`config.mk`:
```
export PLATFORM = sky130hd
export DESIGN_NAME = sorted_priority_queue_unit
export DESIGN_NICKNAME = d
export VERILOG_FILES = /design/src/rtl/spq_pkg.sv /design/src/rtl/spq_cell.sv /design/src/rtl/sorted_priority_queue_unit.sv
export SDC_FILE = /design/constraint.sdc
export NUM_CORES = 2
export LEC_CHECK = 0
export BUFFER_PORTS_ARGS = -buffer_cell sky130_fd_sc_hd__buf_2
export CORE_AREA = 2 2 270 272
export CTS_CLUSTER_DIAMETER = 60
export DETAILED_ROUTE_END_ITERATION = 6
export DIE_AREA = 0 0 272 274
export PLACE_DENSITY = 0.84
export SYNTH_ARGS = -nofsm -noshare
export SYNTH_HDL_FRONTEND = slang
export SYNTH_SLANG_ARGS = --single-unit
```
`constraint.sdc`:
```
create_clock -name clock -period 4.55 [get_ports clock]
set_input_delay 0.2275 -clock clock [delete_from_list [all_inputs] [get_ports clock]]
set_output_delay 0.2275 -clock clock [all_outputs]
set_load 0.01 [all_outputs]
```
`src/rtl/spq_pkg.sv`:
```
// shared types and codes for the sorted priority queue
package spq_pkg;

   // requested action codes
   localparam logic [1:0] ACTION_INSERT = 2'd0;
   localparam logic [1:0] ACTION_REMOVE = 2'd1;
   localparam logic [1:0] ACTION_FIND   = 2'd2;

   // result status codes
   localparam logic [1:0] STATUS_DONE      = 2'd0;
   localparam logic [1:0] STATUS_NOT_FOUND = 2'd1;
   localparam logic [1:0] STATUS_FULL      = 2'd2;

   // request payload
   typedef struct packed {
      logic [1:0]         action;
      logic signed [31:0] item_value;
   } req_type;

   // result payload
   typedef struct packed {
      logic [1:0]         status;
      logic [3:0]         match_position;
      logic signed [31:0] smallest_value;
      logic               queue_empty;
      logic [4:0]         entry_count;
   } rsp_type;

   // command broadcast to every cell of the chain
   typedef enum logic [1:0] {
      CMD_HOLD,
      CMD_COMPARE,
      CMD_INSERT,
      CMD_REMOVE
   } cell_cmd_type;

   // compare flags kept by each cell
   typedef struct packed {
      logic lt;
      logic eq;
   } cell_flags_type;

endpackage

```
`src/rtl/spq_cell.sv`:
```
// one storage cell of the sorted chain: compare, shift up, shift down
module spq_cell #(
   parameter int VALUE_BITS = 32,
   parameter int COUNT_BITS = 5,
   parameter int INDEX      = 0
) (
   input  logic                         clock,
   input  spq_pkg::cell_cmd_type        cmd,
   input  logic [COUNT_BITS-1:0]        count,
   input  logic signed [VALUE_BITS-1:0] value,
   input  logic                         left_lt,
   input  logic signed [VALUE_BITS-1:0] left_entry,
   input  logic signed [VALUE_BITS-1:0] right_entry,
   output logic signed [VALUE_BITS-1:0] entry,
   output spq_pkg::cell_flags_type      flags
);

   logic signed [VALUE_BITS-1:0] entry_ff;
   logic signed [VALUE_BITS-1:0] entry_in;
   spq_pkg::cell_flags_type      flags_ff;
   spq_pkg::cell_flags_type      flags_in;
   logic                         occupied;

   // the cell holds a live entry when its position is below the count
   assign occupied = count > COUNT_BITS'(INDEX);

   // next entry and flags
   always_comb begin
      entry_in = entry_ff;
      flags_in = flags_ff;
      unique case (cmd)
         spq_pkg::CMD_HOLD: begin
         end
         spq_pkg::CMD_COMPARE: begin
            flags_in.lt = occupied && (entry_ff < value);
            flags_in.eq = occupied && (entry_ff == value);
         end
         spq_pkg::CMD_INSERT: begin
            // cells at or past the insert point move up by one
            if (!flags_ff.lt) begin
               entry_in = left_lt ? value : left_entry;
            end
         end
         spq_pkg::CMD_REMOVE: begin
            // cells at or past the removed entry take their right neighbor
            if (!flags_ff.lt) begin
               entry_in = right_entry;
            end
         end
      endcase
   end

   always_ff @(posedge clock) begin
      entry_ff <= entry_in;
      flags_ff <= flags_in;
   end

   assign entry = entry_ff;
   assign flags = flags_ff;

endmodule

```
`src/rtl/sorted_priority_queue_unit.sv`:
```
// sorted priority queue built as a chain of compare-and-shift cells
//
//  channel   ports                          direction  handshake
//  request   start, busy, req_item          in         taken when start and not busy
//  result    rsp_strobe, rsp_item           out        one cycle, strobe marks it
//
// a request runs through the compare, update and report states before the next one is accepted:
// the cells compare and register flags, then shift, then the result is
// registered and shown with rsp_strobe while the unit is already free again
// the rate is set by the registered per-cell flags and the position encode
// reset clears the entry count and the controller; entries need no clearing
// the receiver cannot stall, so each result is shown for exactly one cycle
module sorted_priority_queue_unit #(
   parameter int CAPACITY   = 16,
   parameter int VALUE_BITS = 32
) (
   input  logic             clock,
   input  logic             reset,
   input  logic             start,
   output logic             busy,
   input  spq_pkg::req_type req_item,
   output logic             rsp_strobe,
   output spq_pkg::rsp_type rsp_item
);

   localparam int POS_BITS   = (CAPACITY > 1) ? $clog2(CAPACITY) : 1;
   localparam int COUNT_BITS = $clog2(CAPACITY + 1);

   typedef enum logic [1:0] {
      ST_IDLE,
      ST_COMPARE,
      ST_UPDATE,
      ST_REPORT
   } state_type;

   state_type                    state_ff;
   logic [COUNT_BITS-1:0]        count_ff;
   logic [1:0]                   action_ff;
   logic signed [VALUE_BITS-1:0] value_ff;
   spq_pkg::rsp_type             rsp_ff;
   logic                         strobe_ff;

   logic signed [VALUE_BITS-1:0] entries [CAPACITY];
   spq_pkg::cell_flags_type      flags [CAPACITY];
   logic [CAPACITY-1:0]          lt_vec;
   logic [CAPACITY-1:0]          eq_vec;
   logic [CAPACITY-1:0]          boundary;
   logic [POS_BITS-1:0]          pos_enc;
   logic                         hit;

   spq_pkg::cell_cmd_type        cmd;
   logic [1:0]                   status_calc;
   logic [POS_BITS-1:0]          pos_calc;
   logic [COUNT_BITS-1:0]        count_next;
   spq_pkg::cell_cmd_type        update_cmd;

   // chain of cells
   for (genvar i = 0; i < CAPACITY; i++) begin : g_cell
      logic                         left_lt;
      logic signed [VALUE_BITS-1:0] left_entry;
      logic signed [VALUE_BITS-1:0] right_entry;

      if (i == 0) begin : g_head
         assign left_lt    = 1'b1;
         assign left_entry = entries[i];
      end else begin : g_mid
         assign left_lt    = flags[i-1].lt;
         assign left_entry = entries[i-1];
      end

      if (i == CAPACITY - 1) begin : g_tail
         assign right_entry = entries[i];
      end else begin : g_body
         assign right_entry = entries[i+1];
      end

      spq_cell #(
         .VALUE_BITS (VALUE_BITS),
         .COUNT_BITS (COUNT_BITS),
         .INDEX      (i)
      ) u_cell (
         .clock       (clock),
         .cmd         (cmd),
         .count       (count_ff),
         .value       (value_ff),
         .left_lt     (left_lt),
         .left_entry  (left_entry),
         .right_entry (right_entry),
         .entry       (entries[i]),
         .flags       (flags[i])
      );

      assign lt_vec[i] = flags[i].lt;
      assign eq_vec[i] = flags[i].eq;
   end

   // first cell that is not below the value, and its position
   always_comb begin
      boundary    = '0;
      pos_enc     = '0;
      boundary[0] = ~lt_vec[0];
      for (int i = 1; i < CAPACITY; i++) begin
         boundary[i] = lt_vec[i-1] & ~lt_vec[i];
      end
      for (int i = 0; i < CAPACITY; i++) begin
         if (boundary[i]) begin
            pos_enc = pos_enc | POS_BITS'(i);
         end
      end
   end

   assign hit = |(boundary & eq_vec);

   // decision for the shift cycle
   always_comb begin
      status_calc = spq_pkg::STATUS_DONE;
      pos_calc    = '0;
      count_next  = count_ff;
      update_cmd  = spq_pkg::CMD_HOLD;
      priority if (action_ff == spq_pkg::ACTION_INSERT) begin
         if (count_ff == COUNT_BITS'(CAPACITY)) begin
            status_calc = spq_pkg::STATUS_FULL;
         end else begin
            pos_calc   = pos_enc;
            count_next = count_ff + 1'b1;
            update_cmd = spq_pkg::CMD_INSERT;
         end
      end else if (!hit) begin
         status_calc = spq_pkg::STATUS_NOT_FOUND;
      end else if (action_ff == spq_pkg::ACTION_REMOVE) begin
         pos_calc   = pos_enc;
         count_next = count_ff - 1'b1;
         update_cmd = spq_pkg::CMD_REMOVE;
      end else begin
         pos_calc = pos_enc;
      end
   end

   // command broadcast to the cells
   always_comb begin
      unique case (state_ff)
         ST_COMPARE: cmd = spq_pkg::CMD_COMPARE;
         ST_UPDATE:  cmd = update_cmd;
         default:    cmd = spq_pkg::CMD_HOLD;
      endcase
   end

   // controller, count and registered result
   always_ff @(posedge clock) begin
      if (reset) begin
         state_ff  <= ST_IDLE;
         count_ff  <= '0;
         strobe_ff <= 1'b0;
      end else begin
         strobe_ff <= 1'b0;
         unique case (state_ff)
            ST_IDLE: begin
               if (start) begin
                  action_ff <= req_item.action;
                  value_ff  <= VALUE_BITS'(req_item.item_value);
                  state_ff  <= ST_COMPARE;
               end
            end
            ST_COMPARE: begin
               state_ff <= ST_UPDATE;
            end
            ST_UPDATE: begin
               rsp_ff.status         <= status_calc;
               rsp_ff.match_position <= 4'(pos_calc);
               count_ff              <= count_next;
               state_ff              <= ST_REPORT;
            end
            ST_REPORT: begin
               rsp_ff.smallest_value <= (count_ff != '0) ? 32'(entries[0]) : '0;
               rsp_ff.queue_empty    <= (count_ff == '0);
               rsp_ff.entry_count    <= 5'(count_ff);
               strobe_ff             <= 1'b1;
               state_ff              <= ST_IDLE;
            end
         endcase
      end
   end

   assign busy       = (state_ff != ST_IDLE);
   assign rsp_strobe = strobe_ff;
   assign rsp_item   = rsp_ff;

   // checks
   a_count_bound: assert property (@(posedge clock) disable iff (reset)
      count_ff <= COUNT_BITS'(CAPACITY))
      else $error("entry count above capacity");

   a_strobe_pulse: assert property (@(posedge clock) disable iff (reset)
      rsp_strobe |=> !rsp_strobe)
      else $error("result strobe longer than one cycle");

   a_boundary_onehot: assert property (@(posedge clock) disable iff (reset)
      (state_ff == ST_UPDATE) |-> $onehot0(boundary))
      else $error("more than one insert point in the chain");

   a_accept_busy: assert property (@(posedge clock) disable iff (reset)
      (start && !busy) |=> busy)
      else $error("request accepted but unit not busy");

endmodule
```
==> results.cfg <==
[sta]
finalHoldViolCount = 0
period_share = 0.848
fin_ws_ns = 0.693
worstMarginPinSlew_ns = 1.17
setup_tns_ns = 0
final-max-slew-violation-count = 0
rsz0062_at_grt = false
finalSetupViolCount = 0
fin_hold_ws_ns = 0.308
maxSlewHeadroom = 0.221
max_freq_mhz = 259
finClkSkew_ns = 0.0245
finalCriticalPeriod_ns = 3.86

[yosys]
synthFlopType = edfxtp_1
yosys_warnings = 0
synthCells = 3846
syn_area_sq_mm = 0.0413
synthDistinctLibCells = 64
synthArstFlopShare = 0
synth-edff-count = 622
synth.avg_cell_area_sq_um = 10.7
synth_nets = 4406
yosysSeqAreaShare = 0.456
synth_seq_cells = 630

[die]
row_count = 99
fp.dieH_microns = 274
die_x_microns = 272
initial_core_util = 0.574
die_area_sq_mm = 0.0745
core_area_sq_mm = 0.0720
num_io_pins = 83

[clock_network]
clkLatencyLatePin_ns = 0.63
cts_tree = done
clock-sinks = 630
clk_pin_slew_ns = 0.07
numCtsBuffers = 69
cts-htree-levels = 3
clockBufferDepth = 3
post-cts-setup-buffers = 0
cts-root-buf = clkbuf_16

[worst_setup_path]
worstRegToRegCells = 8
r2r_setup_slack_ns = 0.69
reg2reg_from = value_ff[31]
crit_arrival_ns = 4.21
r2r-end = g_cell[7].u_cell.flags[1]
critPathLaunchType = flop
cp-startpoint = value_ff[31]
crit_required_ns = 4.90
setup.worst_path.class = flop to flop
crit_end = g_cell[7].u_cell.flags[1]
worst_setup_path_end_kind = flop
crit_fanout = 17

[detailed_routing]
drt_iter0_markers = 4203
vias_per_cell = 6.57
antenna_left = 0
vias = 32400
wl_per_cell_microns = 23.3
postRouteWirelength_mm = 115
drc = 0
drt-pass1-iter-count = 6

[cells_and_area]
final_area_sq_mm = 0.0454
fin_nets = 4475
multiInputGateArea_sq_mm = 0.0214
area.growth.synth_to_final_pct = 10.0
layout_commonest_cell = edfxtp_1
final_cell_mix = edfxtp_1, nand2_1, ha_1, o21ai_1, mux2i_1
n_fill_cell = 5387
drive_gt1_frac = 0.0824
ff_latch_area_sq_mm = 0.0188

[grt]
grt_max_degree = 158
grt_pass1_vias = 32000
grt_pass1_wl_mm = 177
grt_use_total = 0.303
grt-ovfl-total = 0
antenna_found_initial = 2

[power]
p_clk_frac = 0.292
power.switching_mw = 6.44
p_per_area_mw_per_mm2 = 421
p_sw_frac = 0.337
ir_drop_v = 0.000340
power.share.sequential = 0.409
p_int_mw = 12.7
leakage_nw = 17.5
p_comb_frac = 0.299

[min_path]
hp-class = primary input to flop
min_from = req_item[8]

[flow_run]
max-cap-violations = 0

[status]
status = finished, final reports clean

[place]
place_area_sq_mm = 0.0429
dp_worst_setup_slack_ns = 0.921
hpwl_mm = 82.7
routabilityCongestion = 0.967
port_buffers = 82
-- worst min path at each step --
stage / end / slack (ns) / cells after the start
2_1_floorplan: action_ff[0] / 0.33 / 0
3_3_place_gp: value_ff[6] / 0.40 / 1
3_5_place_dp: value_ff[2] / 0.41 / 1
4_1_cts: value_ff[5] / 0.29 / 2
5_1_grt: value_ff[4] / 0.31 / 2
6_report: value_ff[8] / 0.31 / 2
-- worst max-delay path, stage by stage (launching register included) --
cell      delay (ns)
edfxtp_1        0.77
inv_1           0.58
ha_1            0.58
nand3_1         0.13
or4_1           0.58
or3_1           0.46
a31oi_1         0.29
o21a_1          0.16
nor3_1          0.04
-- stage by stage --
stage / instances / utilization / total power [mW]
2_1_floorplan: 3846 / - / 11.8
3_3_place_gp: 4766 / 0.596 / 13.2
3_5_place_dp: 4766 / 0.596 / 13.4
4_1_cts: 4928 / 0.631 / 19.0
5_1_grt: 4928 / 0.631 / 19.8
6_report: 4929 / 0.631 / 19.1
-- kinds of logic (layout without fill, tap and decap cells) --
| family | Yosys count | count (layout) | synth area share |
|---|---|---|---|
| flip-flops | 630 | 630 | 0.456 |
| AO/OA/AOI/OAI | 905 | 905 | 0.124 |
| buffers and inverters | 279 | 402 | 0.0280 |
| AND/OR/NAND/NOR | 1021 | 1021 | 0.114 |
| multiplexers | 486 | 486 | 0.119 |
| adder cells (fa/ha/maj) | 523 | 523 | 0.158 |
| XOR/XNOR | 2 | 2 | 0.000424 |
| other | 0 | 1 | 0 |
-- layout make-up --
class / instances / area share
Clock buffer: 87 / 0.0400
Tap cell: 959 / 0.0264
Inverter: 70 / 0.00578
Antenna cell: 1 / 0.0000551
Sequential cell: 630 / 0.415
Clock inverter: 38 / 0.00743
Multi-Input combinational cell: 2937 / 0.471
Timing Repair Buffer: 207 / 0.0347
-- flip-flops by register name, indices dropped and copies added (netlist names) --
name                 cells
g_cell.u_cell.entry    512
count_ff                 5
rsp_strobe               1
value_ff                32
g_cell.u_cell.flags     32
state_ff                 2
action_ff                2
rsp_item                44
-- Yosys cell counts, drive strengths merged (4+ instances only) --
| cell type | number | area share |
|---|---|---|
| clkbuf | 131 | 0.012 |
| nand2b | 9 | 0.0014 |
| o211ai | 22 | 0.0040 |
| o21a | 19 | 0.0035 |
| a221o | 9 | 0.0022 |
| and4 | 28 | 0.0059 |
| nand2 | 601 | 0.055 |
| mux2i | 450 | 0.11 |
| ha | 523 | 0.16 |
| nor2b | 61 | 0.0092 |
| a31oi | 12 | 0.0018 |
| a21oi | 183 | 0.022 |
| dfxtp | 8 | 0.0039 |
| buf | 78 | 0.0097 |
| nor4 | 22 | 0.0033 |
| o31ai | 4 | 0.00073 |
| nand3 | 56 | 0.0068 |
| a211oi | 12 | 0.0022 |
| or3 | 11 | 0.0017 |
| inv | 70 | 0.0064 |
| mux2 | 36 | 0.0098 |
| nand3b | 18 | 0.0033 |
| nor3 | 30 | 0.0036 |
| a2111oi | 5 | 0.0011 |
| or4 | 8 | 0.0015 |
| a221oi | 21 | 0.0045 |
| o21ai | 531 | 0.064 |
| edfxtp | 622 | 0.45 |
| nand4 | 83 | 0.013 |
| nor2 | 68 | 0.0062 |
| a21o | 57 | 0.010 |
| and3 | 13 | 0.0020 |
-- power by group through the flow --
stage,registers (mW),clock network [mW],logic [mW]
6_report,7.82,5.58,5.72
4_1_cts,7.80,5.58,5.59
3_5_place_dp,7.91,0,5.52
2_1_floorplan,7.55,0,4.22
5_1_grt,7.85,5.79,6.19
3_3_place_gp,7.90,0,5.27
-- layer usage --
layer,vias to the layer above,global-route usage,share of wire,routed length [microns]
li1,14700,-,-,-
met1,15600,0.405,0.40,45600
met2,1719,0.493,0.47,53500
met3,323,0.0514,0.099,11400
met4,2,0.116,0.037,4190
met5,-,0,0.00011,13
-- timing repair --
action / 4_1_cts / 5_1_grt
hold buffers: 37 / 0
endpoints found under the hold margin: 38 / 0
gates resized for setup: 0 / 0
Power figures use the tool's default switching activity.
